$ cat src/design/bba_pkg.sv
// Shared types, codes and constants for the bitmap block allocator.
`timescale 1ns / 1ps

package bba_pkg;

    localparam int WORD_BITS         = 32;
    localparam int DEFAULT_MAP_WORDS = 128;
    localparam int FUNC_W            = 2;
    localparam int INDEX_W           = 12;
    localparam int COUNT_W           = 13;
    localparam int STATUS_W          = 2;
    localparam int S_TDATA_W         = 32;
    localparam int M_TDATA_W         = 16;

    localparam logic [WORD_BITS-1:0] FULL_WORD = 32'hffff_ffff;

    localparam logic [FUNC_W-1:0] FUNC_FORMAT  = 2'd0;
    localparam logic [FUNC_W-1:0] FUNC_ALLOC   = 2'd1;
    localparam logic [FUNC_W-1:0] FUNC_RELEASE = 2'd2;

    localparam logic [STATUS_W-1:0] STATUS_OK    = 2'd0;
    localparam logic [STATUS_W-1:0] STATUS_FULL  = 2'd1;
    localparam logic [STATUS_W-1:0] STATUS_RANGE = 2'd2;

    typedef enum logic [2:0] {
        ST_CLEAR,
        ST_IDLE,
        ST_DISPATCH,
        ST_FORMAT,
        ST_SCAN,
        ST_RELEASE_RD,
        ST_RELEASE_WR,
        ST_RESULT
    } bba_state_t;

    typedef enum logic [2:0] {
        WR_NONE,
        WR_ZERO,
        WR_FORMAT,
        WR_ALLOC,
        WR_RELEASE
    } bba_wr_sel_t;

    typedef struct packed {
        logic                load_item;
        logic                addr_clear;
        logic                addr_inc;
        logic                rd_en;
        logic                rd_release;
        bba_wr_sel_t         wr_sel;
        logic                set_result;
        logic [STATUS_W-1:0] res_status;
        logic                res_grant;
        logic                push;
    } bba_cmd_t;

    typedef struct packed {
        logic              addr_last;
        logic              rd_valid;
        logic              rd_last;
        logic              word_full;
        logic [FUNC_W-1:0] func;
        logic              count_bad;
        logic              index_bad;
        logic              out_free;
    } bba_stat_t;

endpackage

$ cat src/design/bba_ctrl.sv
// Controller state machine of the bitmap block allocator.
`timescale 1ns / 1ps

module bba_ctrl (
    input  logic                aclk,
    input  logic                aresetn,
    input  logic                s_tvalid,
    output logic                s_tready,
    input  bba_pkg::bba_stat_t  stat,
    output bba_pkg::bba_cmd_t   cmd
);
    import bba_pkg::*;

    bba_state_t state_reg, state_next;

    always_ff @(posedge aclk) begin
        if (!aresetn) begin
            state_reg <= ST_CLEAR;
        end else begin
            state_reg <= state_next;
        end
    end

    always_comb begin
        state_next = state_reg;
        cmd        = '0;
        cmd.wr_sel = WR_NONE;
        s_tready   = 1'b0;
        case (state_reg)
            ST_CLEAR: begin
                cmd.wr_sel   = WR_ZERO;
                cmd.addr_inc = 1'b1;
                if (stat.addr_last) begin
                    cmd.addr_clear = 1'b1;
                    state_next     = ST_IDLE;
                end
            end
            ST_IDLE: begin
                s_tready = 1'b1;
                if (s_tvalid) begin
                    cmd.load_item  = 1'b1;
                    cmd.addr_clear = 1'b1;
                    state_next     = ST_DISPATCH;
                end
            end
            ST_DISPATCH: begin
                if (stat.func == FUNC_FORMAT && !stat.count_bad) begin
                    state_next = ST_FORMAT;
                end else if (stat.func == FUNC_ALLOC) begin
                    state_next = ST_SCAN;
                end else if (stat.func == FUNC_RELEASE && !stat.index_bad) begin
                    state_next = ST_RELEASE_RD;
                end else begin
                    cmd.set_result = 1'b1;
                    cmd.res_status = STATUS_RANGE;
                    state_next     = ST_RESULT;
                end
            end
            ST_FORMAT: begin
                cmd.wr_sel   = WR_FORMAT;
                cmd.addr_inc = 1'b1;
                if (stat.addr_last) begin
                    cmd.set_result = 1'b1;
                    cmd.res_status = STATUS_OK;
                    state_next     = ST_RESULT;
                end
            end
            ST_SCAN: begin
                if (stat.rd_valid && !stat.word_full) begin
                    cmd.wr_sel     = WR_ALLOC;
                    cmd.set_result = 1'b1;
                    cmd.res_status = STATUS_OK;
                    cmd.res_grant  = 1'b1;
                    state_next     = ST_RESULT;
                end else if (stat.rd_valid && stat.rd_last) begin
                    cmd.set_result = 1'b1;
                    cmd.res_status = STATUS_FULL;
                    state_next     = ST_RESULT;
                end else begin
                    cmd.rd_en    = 1'b1;
                    cmd.addr_inc = 1'b1;
                end
            end
            ST_RELEASE_RD: begin
                cmd.rd_en      = 1'b1;
                cmd.rd_release = 1'b1;
                state_next     = ST_RELEASE_WR;
            end
            ST_RELEASE_WR: begin
                cmd.wr_sel     = WR_RELEASE;
                cmd.set_result = 1'b1;
                cmd.res_status = STATUS_OK;
                state_next     = ST_RESULT;
            end
            ST_RESULT: begin
                if (stat.out_free) begin
                    cmd.push   = 1'b1;
                    state_next = ST_IDLE;
                end
            end
            default: begin
                state_next = ST_IDLE;
            end
        endcase
    end

endmodule

$ cat config.mk
export PLATFORM = sky130hd
export DESIGN_NAME = bba_ctrl
export DESIGN_NICKNAME = d
export VERILOG_FILES = /design/src/design/bba_pkg.sv /design/src/design/bba_ctrl.sv
export SDC_FILE = /design/constraint.sdc
export NUM_CORES = 1
export LEC_CHECK = 0
export ABC_AREA = 1
export BUFFER_PORTS_ARGS = -buffer_cell sky130_fd_sc_hd__buf_2
export CORE_ASPECT_RATIO = 1.4
export CORE_UTILIZATION = 25
export CTS_CLUSTER_DIAMETER = 200
export DETAILED_ROUTE_END_ITERATION = 6
export HOLD_SLACK_MARGIN = 0.06
export PLACE_DENSITY = 0.61
export SLEW_MARGIN = 0
export SYNTH_ARGS = -nofsm -noshare
export SYNTH_HDL_FRONTEND = slang
export SYNTH_SLANG_ARGS = --single-unit
$ cat constraint.sdc
create_clock -name aclk -period 1.3 [get_ports aclk]
set_clock_uncertainty 0.15 [all_clocks]
set_input_delay 0.39 -clock aclk [delete_from_list [all_inputs] [get_ports aclk]]
set_output_delay 0.39 -clock aclk [all_outputs]
set_load 0.01 [all_outputs]
==> results.sh, run 1 <==
export IMPL_status="finished, violations left"
export IMPL_violations="setup timing"
export IMPL_tns_ns=-6.260
export IMPL_rsz0062_at_grt="true"
export IMPL_setup_ws_ns=-0.4944
export IMPL_vias=705
export IMPL_crit_buf_inv=2
export IMPL_synth_common_cells="nand2_1, inv_1, nor2_1"
export IMPL_met1_usage_pct=14.82
export IMPL_path_max_fanout=6
export IMPL_r2r_cells=9
export IMPL_rr_startpoint="state_reg[0]$_SDFFE_PN0P_"
export IMPL_cts_tree="yes"
export IMPL_ir_drop_v=0.0008191
export IMPL_drv_slew=0
export IMPL_grt_usage_pct=16.58
export IMPL_synth_main_ff_cell="dfxtp_1"
export IMPL_syn_area_per_cell_um2=5.844
export IMPL_crit_chain="buf_6 -> nor3_4 -> a21oi_2 -> o211ai_1 -> buf_2"
export IMPL_place_area_um2=768.2
export IMPL_final_antenna_net_count=0
export IMPL_syn_area_um2=479.2
export IMPL_holdBufCountCts=0
export IMPL_final_cells=150
export IMPL_ys_warn_count=0
export IMPL_drc=0
export IMPL_antenna_found_initial=0
export IMPL_diodes=0
export IMPL_ys_top_cells_by_area="dfxtp_1, nand2_1, inv_1, nand3_1, nand2_2"
export IMPL_slew_headroom_pct=86.13
export IMPL_drive_gt1_share_pct=66.92
export IMPL_crit_arrival_ns=1.25
export IMPL_period_minus_slack_ns=1.794
export IMPL_p_per_area_nw_per_um2=1888
export IMPL_firstDrtPassIters=4
export IMPL_die_width_um=39
export IMPL_dr_first_iter_drc_count=18
export IMPL_finalCritPeriodShare_pct=138.0
export IMPL_worst_hold_slack_ns=0.2127
export IMPL_clk_latency_ns=0.25
export IMPL_yosysMostFrequentCell="nand2_1"
export IMPL_syn2layout_area_growth_pct=96.08
export IMPL_leakage_nw=0.5041
export IMPL_clock_sinks=3
export IMPL_cpPeakStageDelay_ns=0.38
export IMPL_clk_pin_slew_ns=0.04
export IMPL_cts_root_buf="clkbuf_4"
export IMPL_dp_cells=142
export IMPL_routed_wl_um=1640
export IMPL_met2_usage_pct=36.11
export IMPL_final_area_um2=939.7
export IMPL_place_congestion=0.8718
export IMPL_grt_use_met3_pct=0.4132
export IMPL_fin_nets=143
export IMPL_busiest_layer="met2"
export IMPL_rows=18
export IMPL_ys_seq_elements=3
export IMPL_r2r_setup_slack_ns=-0.24
export IMPL_via_per_inst=4.700
export IMPL_synth_seq_area_share_pct=12.53
export IMPL_p_total_mw=1.774
export IMPL_slowest_stage="dfxtp_4"
export IMPL_grt_pass1_wl_um=2546
export IMPL_synth_top_area_share_pct=12.53
export IMPL_min_path_cells=3
export IMPL_wl_per_cell_um=10.93
export IMPL_initial_utilization_pct=26.93
export IMPL_coreArea_um2=1779
export IMPL_largest_reg_flops=3
export IMPL_grt_pass1_vias=675
export IMPL_syn_inst=82
export IMPL_cts_htree_levels=1
export IMPL_port_buffers=25
export IMPL_cpLargestDelayFamily="flip-flops"
export IMPL_setup_violations=17
export IMPL_ys_async_sr_fraction_pct=0
export IMPL_r2r_end="state_reg[2]$_SDFFE_PN0P_"
export IMPL_worstSetupStartpointType="flip-flop"
export IMPL_synth_top_area_cell="dfxtp_1"
export IMPL_hold_path_startpoint="aresetn"
export IMPL_endpoint_kind="primary output"
export IMPL_path_class="flip-flop to primary output"
export IMPL_max_freq_mhz=557.3
export IMPL_cts_buffer_depth=2
export IMPL_min_to="state_reg[0]$_SDFFE_PN0P_"
export IMPL_synth_nets=94
export IMPL_dieArea_um2=2098
export IMPL_io_pins=26
export IMPL_required_ns=0.76
export IMPL_hold_class="input pin to flip-flop"
export IMPL_max_slew_worst_pin_slew_ns=0.2075
export IMPL_synth_edf_count=0
export IMPL_synth_cell_type_count=22
export IMPL_die_height_um=53.81
export IMPL_cap_violations=0
export IMPL_cts_inserted_buffers=3
export IMPL_pre_cts_ws_ns=-0.3443
export IMPL_dp_hpwl_um=1153
export IMPL_grt_max_degree=7
export IMPL_finalHoldViolCount=0
export IMPL_utilization_pct=52.81
export IMPL_overflow=0
[how the worst max path moves through the flow]
stage / slack, ns / startpoint / cells past startpoint / end
floorplan: -0.15 / state_reg[1]$_SDFFE_PN0P_ / 5 / cmd[4]
global placement: -0.33 / stat[7] / 6 / cmd[4]
detailed placement: -0.34 / stat[7] / 6 / cmd[4]
CTS: -0.46 / state_reg[2]$_SDFFE_PN0P_ / 4 / cmd[4]
global route: -0.51 / state_reg[0]$_SDFFE_PN0P_ / 5 / cmd[4]
finish: -0.49 / state_reg[0]$_SDFFE_PN0P_ / 5 / cmd[4]
[worst min-delay path: stages]
cell and delay [ns]:
buf_2 0.09, nand3_1 0.07, inv_1 0.04
[logic make-up after synthesis]
group	after synthesis	synth area share, %
compound gates	10	12.27
buf+inv	18	18.54
flops	3	12.53
simple gates	51	56.66
[power breakdown]
part	switching, mW	total, mW	internal [mW]
clock network	0.0617	0.178	0.116
logic	0.710	1.35	0.641
registers	0.0970	0.245	0.148
[metal layers]
layer | vias up | share of wire [%]
li1 | 361 | -
met1 | 325 | 36
met2 | 17 | 60
met3 | 2 | 2.7
met4 | 0 | 1.5
met5 | - | 0
[final cells by class]
cell class,count,area [µm²]
Clock buffer,4,26.28
Fill cell,174,839.6
Inverter,15,61.31
Multi-Input combinational cell,61,419.2
Sequential cell,3,71.32
Tap cell,20,25.02
Timing Repair Buffer,47,336.6
[what timing repair did]
item / 4_1_cts / 5_1_grt
buffers inserted: 2 / 3
gates cloned: 0 / 0
hold endpoints to repair: 0 / 0
pin swaps: 8 / 7
endpoints found under the setup margin: 17 / 17
resized for setup: 20 / 7
[cell usage in the layout (no fill, tap or decap), drive strengths merged]
cell type / instances
buf: 47
nand2: 23
inv: 15
nor2: 12
nand3: 10
a21oi: 5
clkbuf: 4
nor3: 4
dfxtp: 3
nand4: 2
o21ai: 2
o22ai: 2
o211ai: 1
(Power assumes the default switching activity.)
==> inputs of run 2 (changes only) <==
--- a/config.mk
+++ b/config.mk
@@ -7,10 +7,11 @@
 export LEC_CHECK = 0
 export ABC_AREA = 1
 export BUFFER_PORTS_ARGS = -buffer_cell sky130_fd_sc_hd__buf_2
-export CORE_ASPECT_RATIO = 1.4
+export CORE_ASPECT_RATIO = 1.1
 export CORE_UTILIZATION = 25
 export CTS_CLUSTER_DIAMETER = 200
 export DETAILED_ROUTE_END_ITERATION = 6
+export GPL_TIMING_DRIVEN = 0
 export HOLD_SLACK_MARGIN = 0.06
 export PLACE_DENSITY = 0.61
 export SLEW_MARGIN = 0
==> run 2 against run 1 <==
Compared with the run above:
- the flow finishes with violations (DRC, setup timing)
- sequential share of layout area is 0.74 points lower
- die area is 0.10% lower
- final area is 2.8% lower
- maximum frequency is 1.7% lower
- non-clock buffer count is 5 lower
- combinational power is 13% higher
- clock-buffer cell count stayed put
- wire length is 1.8% higher
- critical path depth stayed put
- total power is 4.0% higher
- global-route usage is 2.3 points lower
- first-iteration DRC count is 17% lower
- critical endpoint unchanged
==> results.sh, run 2 (synthesized netlist as in run 1, its figures left out) <==
export IMPL_status="finished, violations left"
export IMPL_violations="DRC, setup timing"
export IMPL_vias=684
export IMPL_place_area_um2=660.6
export IMPL_leakage_nw=0.4996
export IMPL_dr_first_iter_drc_count=15
export IMPL_required_ns=0.76
export IMPL_r2r_cells=9
export IMPL_utilization_pct=51.26
export IMPL_min_path_cells=3
export IMPL_drv_slew=0
export IMPL_drc=1
export IMPL_cts_buffer_depth=2
export IMPL_die_height_um=47.92
export IMPL_overflow=0
export IMPL_rsz0062_at_grt="true"
export IMPL_rows=16
export IMPL_worst_hold_slack_ns=0.2568
export IMPL_endpoint_kind="primary output"
export IMPL_rr_startpoint="state_reg[0]$_SDFFE_PN0P_"
export IMPL_drive_gt1_share_pct=62.40
export IMPL_dieArea_um2=2096
export IMPL_setup_violations=17
export IMPL_cpPeakStageDelay_ns=0.30
export IMPL_clock_sinks=3
export IMPL_ir_drop_v=0.0007623
export IMPL_routed_wl_um=1670
export IMPL_grt_usage_pct=14.31
export IMPL_cap_violations=0
export IMPL_worstSetupStartpointType="flip-flop"
export IMPL_cts_tree="yes"
export IMPL_finalCritPeriodShare_pct=140.4
export IMPL_syn2layout_area_growth_pct=90.60
export IMPL_setup_ws_ns=-0.5247
export IMPL_largest_reg_flops=3
export IMPL_r2r_end="state_reg[0]$_SDFFE_PN0P_"
export IMPL_firstDrtPassIters=7
export IMPL_place_congestion=0.7581
export IMPL_final_antenna_net_count=0
export IMPL_diodes=0
export IMPL_dp_hpwl_um=982.2
export IMPL_finalHoldViolCount=0
export IMPL_max_freq_mhz=548.1
export IMPL_crit_arrival_ns=1.28
export IMPL_path_max_fanout=6
export IMPL_wl_per_cell_um=11.68
export IMPL_cts_inserted_buffers=3
export IMPL_via_per_inst=4.783
export IMPL_path_class="flip-flop to primary output"
export IMPL_final_common_cell="buf_2"
export IMPL_initial_utilization_pct=26.90
export IMPL_grt_max_degree=8
export IMPL_r2r_setup_slack_ns=-0.25
export IMPL_crit_end="cmd[4]"
export IMPL_holdBufCountCts=0
export IMPL_clk_pin_slew_ns=0.04
export IMPL_final_area_um2=913.4
export IMPL_port_buffers=25
export IMPL_p_per_area_nw_per_um2=2020
export IMPL_fin_nets=138
export IMPL_cts_root_buf="clkbuf_4"
export IMPL_hold_class="input pin to flip-flop"
export IMPL_max_slew_worst_pin_slew_ns=0.2130
export IMPL_period_minus_slack_ns=1.825
export IMPL_coreArea_um2=1782
export IMPL_slew_headroom_pct=85.75
export IMPL_die_width_um=43.75
export IMPL_crit_chain="buf_6 -> nor3_4 -> nand4_1 -> o211ai_1 -> buf_2"
export IMPL_crit_start="state_reg[2]$_SDFFE_PN0P_"
export IMPL_grt_pass1_wl_um=2256
export IMPL_clk_latency_ns=0.23
export IMPL_slowest_stage="dfxtp_1"
export IMPL_grt_pass1_vias=569
export IMPL_mostFrequentLayoutCells="buf_2, nand2_1, inv_1"
export IMPL_cts_htree_levels=1
export IMPL_antenna_found_initial=0
export IMPL_io_pins=26
==> run 2: cell types whose count changed in the layout (fill, tap and decap cells not counted), sizes merged <==
cell	previous run	this run
buf	47	42
==> run 2: how the worst min path moves through the flow <==
stage | start | endpoint
3_3_place_gp | state_reg[1]$_SDFFE_PN0P_ | state_reg[1]$_SDFFE_PN0P_
6_report | aresetn | state_reg[0]$_SDFFE_PN0P_
3_5_place_dp | state_reg[2]$_SDFFE_PN0P_ | state_reg[2]$_SDFFE_PN0P_
2_1_floorplan | aresetn | state_reg[0]$_SDFFE_PN0P_
5_1_grt | aresetn | state_reg[0]$_SDFFE_PN0P_
4_1_cts | aresetn | state_reg[0]$_SDFFE_PN0P_
==> run 2: per-layer routing <==
| layer | wire length (µm) | GRT usage [%] |
|---|---|---|
| met2 | 896 | 28.36 |
| met1 | 706 | 15.96 |
| met4 | 0 | 1.875 |
| met3 | 68 | 3.396 |
| met5 | 0 | 0 |
==> run 2: critical path: cells and delay by family, from the launching register on <==
family | cells | cell delay [ns]
AOI/OAI and AO/OA | 1 | 0.11
buffers and inverters | 2 | 0.29
and+or+nand+nor | 2 | 0.36
DFF | 1 | 0.30
==> run 2: timing repair <==
action	in CTS	in global routing
buffers inserted	9	5
setup endpoints to repair	17	17
endpoints found under the hold margin	0	0
gates resized for setup	14	10
pin swaps	6	9
==> run 2: where the power goes <==
part	switching, mW	leakage (nW)	total (mW)	internal, mW
combinational	0.820	0.459	1.53	0.709
sequential	0.0162	0.0253	0.148	0.132
clock	0.0536	0.0150	0.169	0.115
==> run 2: final cells by class <==
class	instances	area, µm²
inverters	15	68.82
well taps	18	22.52
multi-input cells	61	416.7
fillers	179	868.3
clock buffers	4	26.28
flip-flops and latches	3	62.56
plain buffers	3	37.54
repair buffers	39	279.0
==> run 2: metrics by stage <==
stage	setup TNS, ns	setup WS [ns]	total power [mW]	instances
after CTS	-6.605	-0.5288	1.624	138
final	-6.638	-0.5247	1.845	143
after floorplan	-0.6661	-0.1473	0.9234	82
after global routing	-7.713	-0.5768	1.974	143
after global placement	-2.814	-0.3569	1.162	125
after detailed placement	-2.869	-0.3499	1.165	125
==> inputs of run 3 (changes only) <==
--- a/config.mk
+++ b/config.mk
@@ -8,6 +8,7 @@
 export ABC_AREA = 1
 export BUFFER_PORTS_ARGS = -buffer_cell sky130_fd_sc_hd__buf_2
 export CORE_ASPECT_RATIO = 1.1
+export CORE_MARGIN = 2
 export CORE_UTILIZATION = 25
 export CTS_CLUSTER_DIAMETER = 200
 export DETAILED_ROUTE_END_ITERATION = 6
==> run 3 against run 2 <==
Compared with the run above:
- the run ends with setup timing left
- via count is 2.5% lower
- clock power is 6% lower
- sequential power is 49% higher
- first-iteration DRC count is 60% lower
- clock-buffer cell count stayed put
- final area is 2.1% lower
- sequential cell count stayed put
- total power is 0.15% higher
- utilization is 1.6 points lower
- final cell count is 2.8% lower
- global-route usage is 1.6 points lower
- critical path depth stayed put
- highest routed layer is now met4
==> results.sh, run 3 (synthesized netlist as in run 1, its figures left out) <==
export IMPL_status="finished, violations left"
export IMPL_violations="setup timing"
export IMPL_hold_path_startpoint="aresetn"
export IMPL_endpoint_kind="primary output"
export IMPL_leakage_nw=0.4826
export IMPL_wl_per_cell_um=10.19
export IMPL_ir_drop_v=0.0007475
export IMPL_dp_hpwl_um=987.2
export IMPL_overflow=0
export IMPL_pre_cts_ws_ns=-0.3563
export IMPL_r2r_setup_slack_ns=-0.15
export IMPL_p_seq_share_pct=11.9
export IMPL_tns_ns=-5.795
export IMPL_final_common_cell="buf_2"
export IMPL_cts_inserted_buffers=3
export IMPL_dieArea_um2=2284
export IMPL_drc=0
export IMPL_via_per_inst=4.799
export IMPL_slew_headroom_pct=84.99
export IMPL_finalCritPeriodShare_pct=140.5
export IMPL_path_class="flip-flop to primary output"
export IMPL_diodes=0
export IMPL_min_to="state_reg[0]$_SDFFE_PN0P_"
export IMPL_port_buffers=25
export IMPL_grt_usage_pct=12.66
export IMPL_rows=16
export IMPL_die_height_um=49.92
export IMPL_clk_latency_ns=0.23
export IMPL_worstSetupStartpointType="flip-flop"
export IMPL_r2r_end="state_reg[1]$_SDFFE_PN0P_"
export IMPL_firstDrtPassIters=4
export IMPL_syn2layout_area_growth_pct=86.68
export IMPL_period_minus_slack_ns=1.826
export IMPL_setup_violations=17
export IMPL_finalHoldViolCount=0
export IMPL_coreArea_um2=1802
export IMPL_met2WireLength_um=782
export IMPL_p_sw_share_pct=49.06
export IMPL_cts_root_buf="clkbuf_4"
export IMPL_r2r_cells=8
export IMPL_dr_first_iter_drc_count=6
export IMPL_grt_max_degree=8
export IMPL_largest_reg_flops=3
export IMPL_combPwrFrac_pct=79.5
export IMPL_initial_utilization_pct=26.60
export IMPL_drv_slew=0
export IMPL_worst_hold_slack_ns=0.2666
export IMPL_holdBufCountCts=0
export IMPL_final_antenna_net_count=0
export IMPL_intPower_mw=0.9414
export IMPL_p_clk_share_pct=8.6
export IMPL_cts_tree="yes"
export IMPL_max_freq_mhz=547.6
export IMPL_antenna_found_initial=0
export IMPL_p_per_area_nw_per_um2=2066
export IMPL_die_width_um=45.75
export IMPL_cap_violations=0
export IMPL_cts_htree_levels=1
export IMPL_clk_pin_slew_ns=0.04
export IMPL_path_max_fanout=7
export IMPL_routed_wl_um=1417
export IMPL_clock_sinks=3
export IMPL_rr_startpoint="state_reg[0]$_SDFFE_PN0P_"
export IMPL_min_path_cells=3
export IMPL_wl_met3_um=36
export IMPL_place_congestion=0.8030
export IMPL_crit_arrival_ns=1.29
export IMPL_fill_cells=178
export IMPL_met1_length_um=581
export IMPL_io_pins=26
export IMPL_p_total_mw=1.848
export IMPL_cts_buffer_depth=2
export IMPL_required_ns=0.76
export IMPL_topRoutingLayerUsed="met4"
export IMPL_grt_pass1_vias=598
export IMPL_vias=667
export IMPL_p_sw_mw=0.9066
export IMPL_mostFrequentLayoutCells="buf_2, nand2_1, inv_1"
export IMPL_max_slew_worst_pin_slew_ns=0.2245
export IMPL_grt_pass1_wl_um=2270
export IMPL_hold_class="input pin to flip-flop"
export IMPL_setup_ws_ns=-0.5260
export IMPL_drive_gt1_share_pct=66.94
export IMPL_utilization_pct=49.65
export IMPL_rsz0062_at_grt="true"
export IMPL_fin_nets=134
## run 3: cell count changes in the layout (fill, tap and decap cells not counted), moves of 2 or more
cell     previous run  this run
buf_4               9         7
buf_12              2         0
nand3_1             8         6
dfxtp_4             0         2
dfxtp_2             2         0
nand3_2             1         3
nand2_1            12        10
## run 3: area by class of cell
cell class,count,area [µm²],share of cell area [%]
Tap cell,18,22.52,2.517
Sequential cell,3,67.56,7.552
Timing Repair Buffer,37,240.2,26.85
Multi-Input combinational cell,61,455.4,50.91
Inverter,15,71.32,7.972
Buffer,1,11.26,1.259
Clock buffer,4,26.28,2.937
## run 3: timing repair
item | CTS | global route
pin swaps | 7 | 13
endpoints found under the hold margin | 0 | 0
buffers inserted | 10 | 3
endpoints found under the setup margin | 17 | 17
resized for setup | 21 | 16
## run 3: layer usage
metal,vias to the layer above,global-route usage (%)
met3,2,0
met4,0,2.857
met1,312,16.52
met2,12,22.54
li1,341,-
met5,-,0
## run 3: worst max path at each step
stage / from / cells after the start / endpoint
finish: state_reg[2]$_SDFFE_PN0P_ / 5 / cmd[4]
global route: state_reg[2]$_SDFFE_PN0P_ / 6 / cmd[11]
CTS: state_reg[1]$_SDFFE_PN0P_ / 6 / cmd[4]
detailed placement: stat[7] / 6 / cmd[4]
global placement: stat[7] / 6 / cmd[4]
floorplan: state_reg[1]$_SDFFE_PN0P_ / 5 / cmd[4]
## run 3: critical path: stages (launching register included)
cell	delay, ns
dfxtp_1	0.30
buf_6	0.14
nor3_4	0.21
nand4_1	0.13
o211ai_1	0.12
buf_2	0.16
## run 3: metrics by stage
step / cell area (µm²) / instances
2_1_floorplan: 513.0 / 82
3_3_place_gp: 660.6 / 125
3_5_place_dp: 660.6 / 125
4_1_cts: 837.1 / 139
5_1_grt: 894.6 / 139
6_report: 894.6 / 139
## run 3: power groups by stage
stage / logic (mW) / clock network, mW / registers, mW
after floorplan: 0.785 / 0 / 0.138
after global placement: 1.02 / 0 / 0.139
after detailed placement: 1.03 / 0 / 0.140
after CTS: 1.38 / 0.162 / 0.146
after global routing: 1.59 / 0.171 / 0.229
final: 1.47 / 0.159 / 0.220
